--- src/hw/rtl/fcce_pkg.sv ---
// shared types, codes and constants of the cluster chain engine
`default_nettype none

package fcce_pkg;

  localparam int unsigned ClustersDef        = 4096;
  localparam int unsigned EntriesPerBlockDef = 128;

  localparam int unsigned OpW      = 3;
  localparam int unsigned ClusterW = 12;
  localparam int unsigned DataW    = 32;
  localparam int unsigned TotalW   = 13;
  localparam int unsigned BlockW   = 16;
  localparam int unsigned StatusW  = 2;
  localparam int unsigned CfgIdxW  = 2;

  localparam logic [TotalW-1:0] TotalClustersRst = TotalW'(4096);
  localparam logic [BlockW-1:0] FatFirstBlockRst = BlockW'(32);
  localparam logic [DataW-1:0]  LastMarkerRst    = 32'h0FFF_FFFF;
  localparam logic [DataW-1:0]  FreeMarkerRst    = 32'h0000_0000;

  typedef enum logic [OpW-1:0] {
    OP_WRITE     = 3'd0,
    OP_READ      = 3'd1,
    OP_LENGTH    = 3'd2,
    OP_LAST      = 3'd3,
    OP_PRED      = 3'd4,
    OP_NEXT_FREE = 3'd5,
    OP_COUNTS    = 3'd6
  } op_e;

  typedef enum logic [StatusW-1:0] {
    STS_OK    = 2'd0,
    STS_RANGE = 2'd1,
    STS_FAIL  = 2'd2
  } status_e;

  typedef enum logic [CfgIdxW-1:0] {
    CFG_TOTAL_CLUSTERS  = 2'd0,
    CFG_FAT_FIRST_BLOCK = 2'd1,
    CFG_LAST_MARKER     = 2'd2,
    CFG_FREE_MARKER     = 2'd3
  } cfg_idx_e;

  typedef struct packed {
    logic [TotalW-1:0] total_clusters;
    logic [BlockW-1:0] fat_first_block;
    logic [DataW-1:0]  last_marker;
    logic [DataW-1:0]  free_marker;
  } cfg_t;

  typedef struct packed {
    logic [DataW-1:0]  value;
    logic [TotalW-1:0] used;
    status_e           status;
  } result_t;

endpackage

`default_nettype wire

--- src/hw/rtl/fcce_ctrl.sv ---
// sequencer: decodes a request, walks or scans the table ram one entry a cycle
`default_nettype none

module fcce_ctrl import fcce_pkg::*; #(
  parameter  int unsigned Clusters        = ClustersDef,
  parameter  int unsigned EntriesPerBlock = EntriesPerBlockDef,
  localparam int unsigned AddrW           = $clog2(Clusters)
) (
  input  wire logic                clk_i,
  input  wire logic                rst_ni,
  input  wire cfg_t                cfg_i,
  input  wire logic                in_valid_i,
  output logic                     in_stall_o,
  input  wire logic [OpW-1:0]      opcode_i,
  input  wire logic [ClusterW-1:0] cluster_i,
  input  wire logic [DataW-1:0]    value_i,
  output logic                     res_valid_o,
  input  wire logic                res_ready_i,
  output result_t                  res_o,
  output logic                     mem_we_o,
  output logic [AddrW-1:0]         mem_waddr_o,
  output logic [DataW-1:0]         mem_wdata_o,
  output logic                     mem_re_o,
  output logic [AddrW-1:0]         mem_raddr_o,
  input  wire logic [DataW-1:0]    mem_rdata_i
);

  localparam int unsigned CntW  = $clog2(Clusters + 1);
  // block = cluster / EntriesPerBlock by reciprocal multiply, exact for 12-bit clusters
  localparam int unsigned DivL  = $clog2(EntriesPerBlock);
  localparam int unsigned DivS  = ClusterW + DivL;
  localparam int unsigned DivM  = ((1 << DivS) + EntriesPerBlock - 1) / EntriesPerBlock;
  localparam int unsigned ProdW = ClusterW + DivS + 1;

  typedef enum logic [5:0] {
    ST_IDLE  = 6'b000001,
    ST_READ  = 6'b000010,
    ST_WALK  = 6'b000100,
    ST_SCAN  = 6'b001000,
    ST_COUNT = 6'b010000,
    ST_FIN   = 6'b100000
  } state_e;

  state_e            state_q, state_d;
  op_e               op_q, op_d;
  logic [DataW-1:0]  tgt_q, tgt_d;
  logic [DataW-1:0]  cur_q, cur_d;
  logic [DataW-1:0]  prev_q, prev_d;
  logic [CntW-1:0]   step_q, step_d;
  logic [CntW-1:0]   idx_q, idx_d;
  logic [CntW-1:0]   free_q, free_d;
  logic [CntW-1:0]   used_q, used_d;
  result_t           res_q, res_d;

  logic [CntW-1:0]     lim;
  logic                cl_in_table;
  logic [ProdW-1:0]    div_prod;
  logic [ClusterW-1:0] block_idx;
  logic [DataW-1:0]    block_addr;
  logic [DataW-1:0]    nxt;
  logic [CntW-1:0]     step_nx;
  logic [CntW-1:0]     idx_nx;
  logic                hit_free;

  always_comb begin
    if (DataW'(cfg_i.total_clusters) < DataW'(Clusters)) begin
      lim = CntW'(cfg_i.total_clusters);
    end else begin
      lim = CntW'(Clusters);
    end
  end

  assign cl_in_table = DataW'(cluster_i) < DataW'(Clusters);
  assign div_prod    = ProdW'(cluster_i) * ProdW'(DivM);
  assign block_idx   = div_prod[DivS +: ClusterW];
  assign block_addr  = DataW'(cfg_i.fat_first_block) + DataW'(block_idx);

  assign nxt      = mem_rdata_i;
  assign step_nx  = step_q + CntW'(1);
  assign idx_nx   = idx_q + CntW'(1);
  assign hit_free = mem_rdata_i == cfg_i.free_marker;

  assign mem_waddr_o = AddrW'(cluster_i);
  assign mem_wdata_o = value_i;

  always_comb begin
    state_d     = state_q;
    op_d        = op_q;
    tgt_d       = tgt_q;
    cur_d       = cur_q;
    prev_d      = prev_q;
    step_d      = step_q;
    idx_d       = idx_q;
    free_d      = free_q;
    used_d      = used_q;
    res_d       = res_q;
    mem_we_o    = 1'b0;
    mem_re_o    = 1'b0;
    mem_raddr_o = '0;

    unique case (state_q)
      ST_IDLE: begin
        if (in_valid_i) begin
          op_d    = op_e'(opcode_i);
          tgt_d   = value_i;
          res_d   = '{value: '0, used: '0, status: STS_OK};
          state_d = ST_FIN;
          unique case (op_e'(opcode_i))
            OP_WRITE: begin
              if (cl_in_table) begin
                mem_we_o    = 1'b1;
                res_d.value = block_addr;
              end else begin
                res_d.status = STS_RANGE;
              end
            end
            OP_READ: begin
              if (cl_in_table) begin
                mem_re_o    = 1'b1;
                mem_raddr_o = AddrW'(cluster_i);
                state_d     = ST_READ;
              end else begin
                res_d.status = STS_RANGE;
              end
            end
            OP_LENGTH, OP_LAST, OP_PRED: begin
              // an empty chain has length zero
              if (op_e'(opcode_i) == OP_LENGTH && cluster_i == '0) begin
                state_d = ST_FIN;
              end else if (!cl_in_table) begin
                res_d.status = STS_RANGE;
              end else begin
                mem_re_o    = 1'b1;
                mem_raddr_o = AddrW'(cluster_i);
                cur_d       = DataW'(cluster_i);
                prev_d      = DataW'(cluster_i);
                step_d      = '0;
                state_d     = ST_WALK;
              end
            end
            OP_NEXT_FREE: begin
              if (DataW'(cluster_i) < DataW'(lim)) begin
                mem_re_o    = 1'b1;
                mem_raddr_o = AddrW'(cluster_i);
                idx_d       = CntW'(cluster_i);
                state_d     = ST_SCAN;
              end else begin
                res_d.status = STS_FAIL;
              end
            end
            OP_COUNTS: begin
              if (lim != '0) begin
                mem_re_o    = 1'b1;
                mem_raddr_o = '0;
                idx_d       = '0;
                free_d      = '0;
                used_d      = '0;
                state_d     = ST_COUNT;
              end
            end
            default: begin
              state_d = ST_FIN;
            end
          endcase
        end
      end

      ST_READ: begin
        res_d.value = mem_rdata_i;
        state_d     = ST_FIN;
      end

      ST_WALK: begin
        // target test comes before the end-of-chain test
        if (op_q == OP_PRED && nxt == tgt_q) begin
          res_d.value = prev_q;
          state_d     = ST_FIN;
        end else if (nxt == cfg_i.last_marker) begin
          if (op_q == OP_PRED) begin
            res_d.status = STS_FAIL;
          end else if (op_q == OP_LENGTH) begin
            res_d.value = DataW'(step_nx);
          end else begin
            res_d.value = cur_q;
          end
          state_d = ST_FIN;
        end else begin
          prev_d = nxt;
          cur_d  = nxt;
          step_d = step_nx;
          if (step_nx == CntW'(Clusters)) begin
            // table size reached without an end: chain loops
            res_d.status = STS_FAIL;
            state_d      = ST_FIN;
          end else if (!(nxt < DataW'(Clusters))) begin
            res_d.status = STS_RANGE;
            state_d      = ST_FIN;
          end else begin
            mem_re_o    = 1'b1;
            mem_raddr_o = nxt[AddrW-1:0];
          end
        end
      end

      ST_SCAN: begin
        if (hit_free) begin
          res_d.value = DataW'(idx_q);
          state_d     = ST_FIN;
        end else if (idx_nx == lim) begin
          res_d.status = STS_FAIL;
          state_d      = ST_FIN;
        end else begin
          mem_re_o    = 1'b1;
          mem_raddr_o = idx_nx[AddrW-1:0];
          idx_d       = idx_nx;
        end
      end

      ST_COUNT: begin
        if (hit_free) begin
          free_d = free_q + CntW'(1);
        end else begin
          used_d = used_q + CntW'(1);
        end
        if (idx_nx == lim) begin
          res_d.value = DataW'(free_d);
          res_d.used  = TotalW'(used_d);
          state_d     = ST_FIN;
        end else begin
          mem_re_o    = 1'b1;
          mem_raddr_o = idx_nx[AddrW-1:0];
          idx_d       = idx_nx;
        end
      end

      ST_FIN: begin
        if (res_ready_i) begin
          state_d = ST_IDLE;
        end
      end

      default: begin
        state_d = ST_IDLE;
      end
    endcase
  end

  always_ff @(posedge clk_i or negedge rst_ni) begin
    if (!rst_ni) begin
      state_q <= ST_IDLE;
    end else begin
      state_q <= state_d;
    end
  end

  always_ff @(posedge clk_i) begin
    op_q   <= op_d;
    tgt_q  <= tgt_d;
    cur_q  <= cur_d;
    prev_q <= prev_d;
    step_q <= step_d;
    idx_q  <= idx_d;
    free_q <= free_d;
    used_q <= used_d;
    res_q  <= res_d;
  end

  assign in_stall_o  = state_q != ST_IDLE;
  assign res_valid_o = state_q == ST_FIN;
  assign res_o       = res_q;

endmodule

`default_nettype wire

--- config.mk ---
export PLATFORM = sky130hd
export DESIGN_NAME = fcce_ctrl
export DESIGN_NICKNAME = d
export VERILOG_FILES = /design/src/hw/rtl/fcce_pkg.sv /design/src/hw/rtl/fcce_ctrl.sv
export SDC_FILE = /design/constraint.sdc
export NUM_CORES = 1
export LEC_CHECK = 0
export BUFFER_PORTS_ARGS = -buffer_cell sky130_fd_sc_hd__buf_2
export CORE_MARGIN = 3
export CORE_UTILIZATION = 35
export CTS_CLUSTER_SIZE = 24
export DETAILED_ROUTE_END_ITERATION = 8
export PLACE_DENSITY = 0.67
export SYNTH_ARGS = -nofsm -noshare
export SYNTH_HDL_FRONTEND = slang
export SYNTH_SLANG_ARGS = --single-unit
--- constraint.sdc ---
create_clock -name clk_i -period 3.9 [get_ports clk_i]
set_input_delay 0.78 -clock clk_i [delete_from_list [all_inputs] [get_ports clk_i]]
set_output_delay 0.78 -clock clk_i [all_outputs]
set_load 0.05 [all_outputs]
Word level (Yosys, flattened, before mapping). Index checks and enable logic that the tools add are counted.

Register bits after elaboration: 172. Latch bits: 0. RAM bits: 0. ROM bits: 0. Input bits: 176. Output and inout port bits: 107. Logic and storage cells: 163. Memories: 0.

Add/sub/neg operators: 5. Multiply operators: 0. Divide/modulo/power cells: 0. $lt $le $gt $ge: 3. Equal/unequal tests: 40. Shift-type cells: 0. Muxes and demuxes: 85. Bitwise operators: 0. Reductions and logical operators: 19.

Operators with widths (count): 2-to-1 mux 32 bit (10); 2-to-1 mux 13 bit (15); one-hot mux 32 bit (5 select lines) (1); one-hot mux 13 bit (2 select lines) (5); 2-to-1 mux 12 bit (9); equality test 32 bit (3); 2-to-1 mux 6 bit (11); one-hot mux 32 bit (2 select lines) (1); adder 13 x 1 -> 13 bit, second input constant (4); one-hot mux 12 bit (4 select lines) (1); 2-to-1 mux 47 bit (1); 2-to-1 mux 45 bit (1); one-hot mux 13 bit (3 select lines) (1); one-hot mux 12 bit (3 select lines) (1); one-hot mux 6 bit (6 select lines) (1); less-than comparator 32 x 13 -> 1 bit, second input constant (1); one-hot mux 6 bit (4 select lines) (1); 2-to-1 mux 2 bit (9); inequality test 2 bit, second input constant (9); AND reduction 6 bit (3); adder 16 x 5 -> 17 bit (1); 2-to-1 mux 17 bit (1); inequality test 3 bit, second input constant (5); equality test 13 bit (1); 32 further kinds (56).

Logic depth before layout (Yosys ltp). Gate-level depths: netlist (run 1).

Depth after elaboration: 7. Depth in mapped cells: 12. Mapped depth without buffers: 10.

Least setup slack after synthesis (run 1). No wires, ideal clock.

Kind: input to register. From: input cfg_i[92] (netlist name). To: register res_q (netlist bit res_o[15]), enable pin. Arrival time: 3.965 ns. Required time: 3.491 ns. Setup slack: -0.475 ns. Stages on the path: 9. Path buffers: 2. Cell sequence: buf_2 nand2b_1 xor3_1 nand2_1 or4_1 or4_1 buf_2 or2_4 a2111oi_4.

Word-level cells in the longest chain between the ends: 5.

RTL lines: from (decl) (RTL line fcce_ctrl.sv:11) `input wire cfg_t cfg_i,`; less-than comparator 13 bit (RTL line fcce_ctrl.sv:66) `if (DataW'(cfg_i.total_clusters) < DataW'(Clusters)) begin`; 2-to-1 mux 13 bit * (RTL line fcce_ctrl.sv:66); equality test 13 bit * (RTL line fcce_ctrl.sv:225) `if (idx_nx == lim) begin`; inequality test 2 bit (no source line) *; AND reduction 6 bit (no source line) *; to (signal assigned) (RTL line fcce_ctrl.sv:265) `res_q <= res_d;`; to (decl) (RTL line fcce_ctrl.sv:53) `result_t res_q, res_d;`.

Mark *: on every way between the ends. The rest lies on a longest branch, timed or not. A chain may end at the register's enable or synchronous reset.

Worst setup path in the final report (run 1).
From: register idx_q[0]. To: output mem_raddr_o[8].

Word-level cells in the longest chain between the ends: 5.

RTL lines: from (decl) (RTL line fcce_ctrl.sv:50) `logic [CntW-1:0] idx_q, idx_d;`; from (signal assigned) (RTL line fcce_ctrl.sv:262) `idx_q <= idx_d;`; adder 13 x 1 -> 13 bit * (RTL line fcce_ctrl.sv:80) `assign idx_nx = idx_q + CntW'(1);`; equality test 13 bit (RTL line fcce_ctrl.sv:209, fcce_ctrl.sv:225); 2-to-1 mux 12 bit * (RTL line fcce_ctrl.sv:209, fcce_ctrl.sv:225); 2-to-1 mux 12 bit (RTL line fcce_ctrl.sv:206) `if (hit_free) begin`; one-hot mux 12 bit (4 select lines) * (RTL line fcce_ctrl.sv:101) `unique case (state_q)`; to (decl) (RTL line fcce_ctrl.sv:24) `output logic [AddrW-1:0] mem_raddr_o,`.

Marks and branches as above.

==> results of run 1 <==
## timing repair
item | CTS | global route
resized for setup | 25 | 35
hold buffers | 0 | 0
pin swaps | 3 | 12
gates cloned | 0 | 1
setup buffers | 8 | 15
setup endpoints to repair | 13 | 13
## registers in the layout (all words and copies together), names as in the netlist
name and count:
free_q 13, prev_q 32, state_q 6, step_q 13
res_o 47, op_q 3, used_q 13, tgt_q 32
idx_q 13
## logic make-up (layout without fill, tap and decap cells)
group / after synthesis / in the layout / synth area share, %
compound gates: 181 / 181 / 11.5
xor+xnor: 170 / 170 / 13.9
simple gates: 384 / 384 / 18.9
buf+inv: 139 / 420 / 6.36
mux: 3 / 3 / 0.284
fa+ha+maj: 22 / 22 / 2.56
flops: 172 / 172 / 46.6
other cells: 0 / 2 / 0
## area by class of cell
| class | count | area (µm²) | area share (%) |
|---|---|---|---|
| Timing Repair Buffer | 364 | 2130 | 15.4 |
| Sequential cell | 172 | 5140 | 37.0 |
| Antenna cell | 2 | 5.00 | 0.0361 |
| Inverter | 24 | 90.1 | 0.650 |
| Clock inverter | 15 | 180 | 1.30 |
| Tap cell | 396 | 495 | 3.57 |
| Clock buffer | 17 | 425 | 3.07 |
| Multi-Input combinational cell | 760 | 5400 | 39.0 |
## worst reg2reg max path, stage by stage, from the launching register on
cell and delay [ns]:
edfxtp_1 0.45, ha_4 0.33, and4b_1 0.20, a31oi_1 0.05, o32a_1 0.21, or4_4 0.52
or4_4 0.47, buf_4 0.16, buf_6 0.12, or2_4 0.26, a2111oi_4 0.36, buf_12 0.25
## layer usage
layer	vias to the layer above	GRT usage, %
met2	496	34.7
met4	0	8.04
met3	62	4.61
li1	4460	-
met5	-	0
met1	4739	30.9
## per-stage QoR
stage               setup TNS (ns)  util, %  setup WS (ns)  cells  instance area (µm²)
floorplan                   -10.99        -         -0.321   1071                11100
global placement            -0.946     41.7        -0.0843   1693                12900
detailed placement          -0.861     41.7        -0.0923   1693                12900
CTS                          -2.74     44.1         -0.254   1733                13600
global route                 -3.87     45.0         -0.356   1750                13900
finish                       -2.33     45.0         -0.233   1750                13900
## power groups by stage
| stage | Clock [mW] | Sequential (mW) | Combinational [mW] |
|---|---|---|---|
| after global placement | 0 | 3.18 | 3.17 |
| final | 1.75 | 3.13 | 3.42 |
| after detailed placement | 0 | 3.20 | 3.20 |
| after CTS | 1.78 | 3.14 | 3.30 |
| after floorplan | 0 | 3.90 | 1.47 |
| after global routing | 1.86 | 3.19 | 3.63 |
## cell usage in the layout (no fill, tap or decap), types with 37 or more instances in the layout
master,instances
buf_2,268
edfxtp_1,166
xor2_1,126
buf_4,87
nor2_1,73
nand2_1,68
nor4_1,43
xnor2_1,38
nand3_1,38
a21oi_1,37
## worst max path at each step
stage / start / endpoint / slack (ns) / cells after the start
after global routing: idx_q[0] / mem_raddr_o[6] / -0.36 / 10
after global placement: cfg_i[92] / mem_raddr_o[3] / -0.08 / 10
after detailed placement: cfg_i[92] / mem_raddr_o[8] / -0.09 / 10
after CTS: idx_q[1] / mem_raddr_o[8] / -0.25 / 10
after floorplan: cfg_i[92] / res_o[15] / -0.32 / 9
final: idx_q[0] / mem_raddr_o[8] / -0.23 / 10
==> run metrics, run 1 <==
Fin Clk Skew=0.0143 ns; failing checks=setup timing; CTS H-tree depth=4; Setup-failing EPs final=12; Gate power share=41.2%; routed length on met3=3510 µm; Clock power frac=21.1%; CTS root buf=clkbuf_16; Worst Path Buf+Inv=2; WL met2=17,800 µm; DIE HEIGHT=184 µm; GR Overflow Total=0; nets@finish=1,537; Synth async-reset ratio=3.49%; largest net degree at the start of global routing=46; Sw Share=42.3%; Initial Util=35.8%; LEAKAGE=5.55 nW; Syn Nets=1,269; critical path class=register to primary output; EDFF count, synth=166; cell family with most CP delay=simple AND/OR/NAND/NOR gates; Post-Syn Instances=1,071; I/O Buffers=282; Synth Register Bits=172; clock buffer depth=2; Synth area leaders=edfxtp_1 (45%), xor2_1 (10%), xnor2_1 (3.2%), buf_4 (3.1%), nor2_1 (2.5%); die area=33,700 µm²; post-route ant nets=0; Cell Area, Synth=11,000 µm²; DRC=0; max incr delay on CP=0.52 ns; Worst Setup End Kind=primary output; Yosys top cell by area=edfxtp_1; measured slew at the worst slew-check pin=0.968 ns; RSZ-0062 raised after global routing=yes; final number of max-transition violations=0; sequential area share after synthesis=46.6%; number of max-cap violations=0; Synth top cells by count=edfxtp_1 (166), xor2_1 (127), nor2_1 (74); boundary pin count=283; Sequential Power Share=37.7%; status=finished, violations left; Skew-Pair Late Insertion Delay=0.43 ns; reg-to-reg startpoint=idx_q[0]; Worst VDD drop=317 µV; Yosys cell types=71; hpwl dp=29,600 µm; worst setup margin=-0.233 ns; area of the core=30,800 µm²; total track usage=22.3%; reg-to-reg slack, setup=0.19 ns; worst min path class=input port to async pin; Psw=3.50 mW; Clock transition at path regs=0.08 ns; DRT Pass-1 Iters=6; Most used DFF post-synth=edfxtp_1; Filler Cells Inserted=2,955; Worst EP arrival=3.35 ns; chip width=184 µm; wire per inst=22.3 µm; Max-slew headroom=35.2%; vias=9,757; Final GP Congestion=0.966; Worst R2R End=res_o[37]; most numerous cell in the Yosys netlist=edfxtp_1; number of clock sinks=172; critical path launch point type=register; CTS tree=done; period utilisation layout=106%; Core Rows=64; area grow syn2layout=25.7%; syn_area_per_cell=10.3 µm²; vias in the first global route=9,311; R2R depth=11; drt total wl=39,000 µm; wl on met1=16,400 µm; DR top layer=met4; initial antenna violation count=2; Total Power=8.29 mW; Vias/cell=5.58; first-pass GRT wire length=56,700 µm; share of layout cells above drive strength 1=32.9%; Period minus WS final=4.13 ns; Max Fclk=242 MHz; CP max stage cell=or4_4; Final Hold Fails=0; critical path fanouts, max=11; Min Hold Slack=0.156 ns; PD cells=598 nW/µm²; Yosys top cell area share=45.2%; Iteration-0 DRC Markers=1,160; CP cell instances=ha_4 > and4b_1 > a31oi_1 > o32a_1 > or4_4 > or4_4 > buf_8 > o211ai_1 > o211ai_1 > buf_4; CP required=3.12 ns; Yosys warning count=0; cts bufs inserted=17; Internal Pwr Total=4.79 mW
Power figures use the tool's default switching activity.
==> run 2: changes to the inputs <==
Settings changed: PLACE_DENSITY 0.67 to 0.61.
==> run 2 against run 1 <==
  * The flow still finishes with violations (setup timing)
  * Wire length rose by 1.2%
  * Setup slack gained 0.072 ns
  * Combinational power hardly changed
  * Sequential share of layout area decreased by 0.16 points
  * Global-route usage is 0.34 points higher
==> run metrics, run 2 (synthesis gave the netlist of run 1 again) <==
status=finished, violations left; failing checks=setup timing; vias in the first global route=9,374 (+0.68%); Initial Util=35.8% (unchanged); Min Hold Slack=0.173 ns (+0.0170 ns); Setup-failing EPs final=12 (unchanged); max incr delay on CP=0.54 ns (+0.02 ns); Worst Setup End Kind=primary output; reg-to-reg slack, setup=0.13 ns (-0.06 ns); Final GP Congestion=0.948 (-1.9%); worst setup margin=-0.161 ns (+0.0724 ns); RSZ-0062 raised after global routing=yes; worst slack at placement=-0.0977 ns (-0.00537 ns); share of layout cells above drive strength 1=32.9% (about the same); LEAKAGE=5.60 nW (+0.93%); Max-slew headroom=44.0% (+8.8 points); CP required=3.12 ns (about the same); chip width=184 µm (unchanged); cell family with most CP delay=simple AND/OR/NAND/NOR gates; Worst Path Buf+Inv=3 (+1); Worst R2R End=res_o[38]; CTS H-tree depth=4 (unchanged); Period minus WS final=4.06 ns (-0.0724 ns); max reg flops=47 (unchanged); hpwl dp=30,300 µm (+2.4%); n_diodes=0 (-2); CP cell instances=buf_4 > and2_1 > nand4_1 > xnor2_1 > o22ai_1 > or4_4 > buf_6 > o211ai_1 > o211ai_1 > buf_4; area of the core=30,800 µm² (unchanged); Worst VDD drop=324 µV (+2.1%); number of max-cap violations=0 (unchanged); DRC=0 (unchanged); largest net degree at the start of global routing=46 (unchanged); die area=33,700 µm² (unchanged); first-pass GRT wire length=57,600 µm (+1.6%); Fin Clk Skew=0.0225 ns (+0.00821 ns); most frequent cells in the layout=buf_2 (269), edfxtp_1 (166), xor2_1 (127), buf_4 (106), nor2_1 (73); R2R depth=12 (+1); boundary pin count=283 (unchanged); measured slew at the worst slew-check pin=0.837 ns (-0.131 ns); vias=9,623 (-1.4%); cts bufs inserted=17 (unchanged); hold-fix buffers at CTS=0 (unchanged); critical path launch point type=register; most common cell after layout, fill and taps aside=buf_2; Worst EP arrival=3.28 ns (-0.07 ns); clock buffer depth=2 (unchanged); wire per inst=22.3 µm (+0.23%); Vias/cell=5.45 (-2.3%); total track usage=22.6% (+0.34 points); DRT Pass-1 Iters=6 (unchanged); critical path class=register to primary output; Core Rows=64 (unchanged); I/O Buffers=282 (unchanged); number of clock sinks=172 (unchanged); CTS tree=done; CTS root buf=clkbuf_16; critical path fanouts, max=11 (unchanged); DIE HEIGHT=184 µm (unchanged); Clock transition at path regs=0.08 ns (about the same); CP max stage cell=or4_4; Final Hold Fails=0 (unchanged); nets@finish=1,556 (+1.2%); final number of max-transition violations=0 (unchanged); GR Overflow Total=0 (unchanged); Final Util=45.2% (+0.19 points); Iteration-0 DRC Markers=1,042 (-10%); initial antenna violation count=0 (-2); PD cells=593 nW/µm² (-0.82%); drt total wl=39,400 µm (+1.2%); post-route ant nets=0 (unchanged); period utilisation layout=104% (-1.9 points); Max Fclk=246 MHz (+1.8%); Skew-Pair Late Insertion Delay=0.44 ns (about the same); worst min path class=input port to async pin; area grow syn2layout=26.2%; reg-to-reg startpoint=idx_q[1]
==> run 2: cell types whose count changed in the layout (fill, tap and decap cells not counted), moves of 2 or more <==
cell | before | now
and4_1 | 5 | 7
buf_4 | 87 | 106
clkinv_4 | 5 | 2
clkinv_8 | 3 | 5
diode_2 | 2 | 0
inv_6 | 1 | 4
nand2b_1 | 8 | 10
nand2b_4 | 5 | 3
nor2b_1 | 5 | 7
nor3_1 | 20 | 22
nor3_2 | 2 | 0
==> run 2: worst max-delay path by stage <==
stage / start / endpoint / cells past startpoint
2_1_floorplan: cfg_i[92] / res_o[15] / 9
3_3_place_gp: cfg_i[92] / mem_raddr_o[11] / 12
3_5_place_dp: cfg_i[92] / mem_raddr_o[10] / 13
4_1_cts: idx_q[0] / mem_raddr_o[1] / 10
5_1_grt: idx_q[0] / mem_raddr_o[10] / 10
6_report: idx_q[1] / mem_raddr_o[1] / 10
==> run 2: worst register-to-register path, cell delays in order, from the launching register on <==
cell       delay (ns)
edfxtp_1         0.41
buf_4            0.17
and2_1           0.31
nand4_1          0.20
xnor2_1          0.38
o22ai_1          0.15
or4_4            0.54
buf_4            0.15
buf_6            0.11
buf_4            0.13
or2_4            0.25
a2111oi_4        0.37
buf_12           0.26
==> run 2: metrics by stage <==
stage	area [µm²]	instances	total power [mW]	TNS, ns
after global routing	13900	1767	8.64	-3.06
after global placement	13100	1728	6.41	-0.151
after CTS	13800	1764	8.26	-1.67
after floorplan	11100	1071	5.38	-10.99
final	13900	1767	8.26	-1.56
after detailed placement	13100	1728	6.47	-3.29
==> run 2: power by group <==
group	internal, mW	total [mW]	leakage, nW	switching (mW)
sequential	2.87	3.12	1.67	0.251
combinational	0.988	3.42	3.65	2.43
clock	0.865	1.72	0.290	0.858
==> run 2: cell type report <==
| cell class | instances | area, µm² |
|---|---|---|
| fill | 2933 | 16900 |
| multi-input combinational | 760 | 5330 |
| sequential | 172 | 5140 |
| timing repair buffer | 383 | 2270 |
| tap | 396 | 495 |
| clock buffer | 17 | 425 |
| clock inverter | 15 | 171 |
| inverter | 24 | 90.1 |
==> run 2: what timing repair did <==
action | 4_1_cts | 5_1_grt
setup endpoints to repair | 13 | 13
gates resized for setup | 26 | 12
pin swaps | 4 | 13
setup buffers | 4 | 4
gates cloned | 0 | 0
==> run 2: layer usage <==
| metal | part of all wire, % | global-route usage (%) | vias up |
|---|---|---|---|
| met4 | 1.5 | 5.18 | 0 |
| li1 | - | - | 4500 |
| met2 | 47 | 36.9 | 434 |
| met5 | 0 | 0 | - |
| met1 | 43 | 31.3 | 4651 |
| met3 | 8.1 | 4.35 | 38 |
==> run 3: changes to the inputs <==
==> constraint.sdc (replaced) <==
create_clock -name clk_i -period 3.9 [get_ports clk_i]
set_input_delay 0.39 -clock clk_i [delete_from_list [all_inputs] [get_ports clk_i]]
set_output_delay 0.39 -clock clk_i [all_outputs]
set_load 0.05 [all_outputs]
==> run 3 against run 2 <==
  * The flow now finishes without violations
  * Final cell count decreased by 3.6%
  * Power fell by 2.4%
  * Sequential power is 1% higher
  * Combinational power decreased by 6.7%
  * Clock power hardly changed
  * Core utilization down 2.1 points
  * Die area did not move
  * Cell area is 4.6% lower
  * Largest power group unchanged
==> run metrics, run 3 (synthesis gave the netlist of run 1 again) <==
vias in the first global route=8,908 (-5.0%); CTS root buf=clkbuf_16; Area after DPL=12,600 µm² (-3.8%); largest net degree at the start of global routing=46 (unchanged); first-pass GRT wire length=55,300 µm (-4.0%); Fin Clk Skew=0.0210 ns (-0.00149 ns); critical path launch point type=register; hpwl dp=29,000 µm (-4.0%); Worst EP arrival=3.39 ns (+0.11 ns); worst setup margin=0.120 ns (+0.281 ns); Core Rows=64 (unchanged); post-route ant nets=0 (unchanged); Clock power frac=21.3% (+0.4 points); wire per inst=22.3 µm (about the same); CTS H-tree depth=4 (unchanged); Min Hold Slack=0.136 ns (-0.0365 ns); number of clock sinks=172 (unchanged); most frequent cells in the layout=buf_2 (280), edfxtp_1 (166), xor2_1 (127), nor2_1 (73), nand2_1 (68); initial antenna violation count=1 (+1); status=finished, final reports clean; Final Hold Fails=0 (unchanged); Iteration-0 DRC Markers=989 (-5.1%); area of the core=30,800 µm² (unchanged); fin area=13,300 µm² (-4.6%); clock buffer depth=2 (unchanged); Fin Setup TNS=0 ns (+1.56 ns); Setup-failing EPs final=0 (-12); Worst VDD drop=318 µV (-1.9%); CP required=3.51 ns (+0.39 ns); Max-slew headroom=49.7% (+5.7 points); Max Fclk=265 MHz (+7.4%); period utilisation layout=96.9% (-7.2 points); Sw Share=42.9% (+0.082 points); worst slack at placement=0.355 ns (+0.453 ns); total track usage=21.8% (-0.80 points); max reg flops=47 (unchanged); Final GP Congestion=0.907 (-4.3%); I/O Buffers=282 (unchanged); area grow syn2layout=20.5%; RSZ-0062 raised after global routing=yes; nets@finish=1,492 (-4.1%); Psw=3.46 mW (-2.2%); Internal Pwr Total=4.60 mW (-2.5%); Skew-Pair Late Insertion Delay=0.44 ns (about the same); Clock transition at path regs=0.08 ns (about the same); Filler Cells Inserted=2,993 (+2.0%); PD cells=607 nW/µm² (+2.3%); most common cell after layout, fill and taps aside=buf_2; chip width=184 µm (unchanged); critical path fanouts, max=11 (unchanged); DRC=0 (unchanged); Period minus WS final=3.78 ns (-0.281 ns); critical path class=register to primary output; DIE HEIGHT=184 µm (unchanged); final number of max-transition violations=0 (unchanged); measured slew at the worst slew-check pin=0.752 ns (-0.0851 ns); DRT Pass-1 Iters=7 (+1); share of layout cells above drive strength 1=28.7% (-4.2 points); LEAKAGE=5.25 nW (-6.3%); GR Overflow Total=0 (unchanged); cts bufs inserted=17 (unchanged); die area=33,700 µm² (unchanged); worst min path class=input port to register; Sequential Power Share=39.2% (+1.5 points); vias=9,374 (-2.6%); Total Power=8.06 mW (-2.4%); boundary pin count=283 (unchanged); Vias/cell=5.50 (+1.0%); CTS tree=done; Worst Setup End Kind=primary output; Initial Util=35.8% (unchanged); Gate power share=39.5% (-1.9 points); drt total wl=38,000 µm (-3.5%); number of max-cap violations=0 (unchanged)
-- run 3: per-layer routing --
| metal | wire length, µm | vias up | global-route usage, % |
|---|---|---|---|
| li1 | - | 4365 | - |
| met3 | 2700 | 34 | 3.30 |
| met4 | 718 | 0 | 5.30 |
| met1 | 16700 | 4551 | 31.3 |
| met2 | 17900 | 424 | 34.9 |
| met5 | 0 | - | 0 |
-- run 3: final cells by class --
class / count / area, µm² / area share, %
clock inverters: 15 / 173 / 1.30
repair buffers: 319 / 1730 / 13.0
well taps: 396 / 495 / 3.73
inverters: 24 / 90.1 / 0.678
clock buffers: 17 / 425 / 3.20
flip-flops and latches: 172 / 5140 / 38.7
diodes: 1 / 2.50 / 0.0188
multi-input cells: 760 / 5240 / 39.4
-- run 3: stage by stage --
step                std cells  utilization (%)
floorplan                1071                -
global placement         1666             41.0
detailed placement       1666             41.0
CTS                      1699             42.9
global route             1704             43.1
finish                   1704             43.1
-- run 3: worst max-delay path, stage by stage (launching register included) --
cell	delay [ns]
edfxtp_1	0.49
ha_4	0.24
xnor2_1	0.24
xnor2_1	0.18
o221ai_1	0.14
or4_1	0.49
or4_4	0.48
buf_6	0.17
o211ai_1	0.17
o211ai_1	0.12
buf_2	0.23
-- run 3: final timing paths --
check / startpoint / slack [ns] / cells past startpoint / to
min: value_i[12] / 0.14 / 1 / tgt_q[12]
max: idx_q[0] / 0.12 / 10 / mem_raddr_o[3]
min in group asynchronous: rst_ni / 0.32 / 2 / state_q[3]
min reg2reg: prev_q[30] / 0.54 / 1 / res_o[45]
max reg2reg: idx_q[0] / 0.41 / 9 / res_o[45]
max in group asynchronous: rst_ni / 3.36 / 2 / state_q[0]
-- run 3: power groups by stage --
stage	Sequential [mW]	Combinational, mW	Clock, mW
after CTS	3.16	3.19	1.76
after floorplan	3.91	1.47	0
after global routing	3.23	3.39	1.83
final	3.16	3.19	1.72
after detailed placement	3.20	3.17	0
after global placement	3.18	3.15	0
-- run 3: timing repair --
action / in CTS / in global routing
hold endpoints to repair: 6 / 0
hold buffers: 1 / 0
buffers inserted: 0 / 4
resized for setup: 0 / 8
setup endpoints to repair: 0 / 13
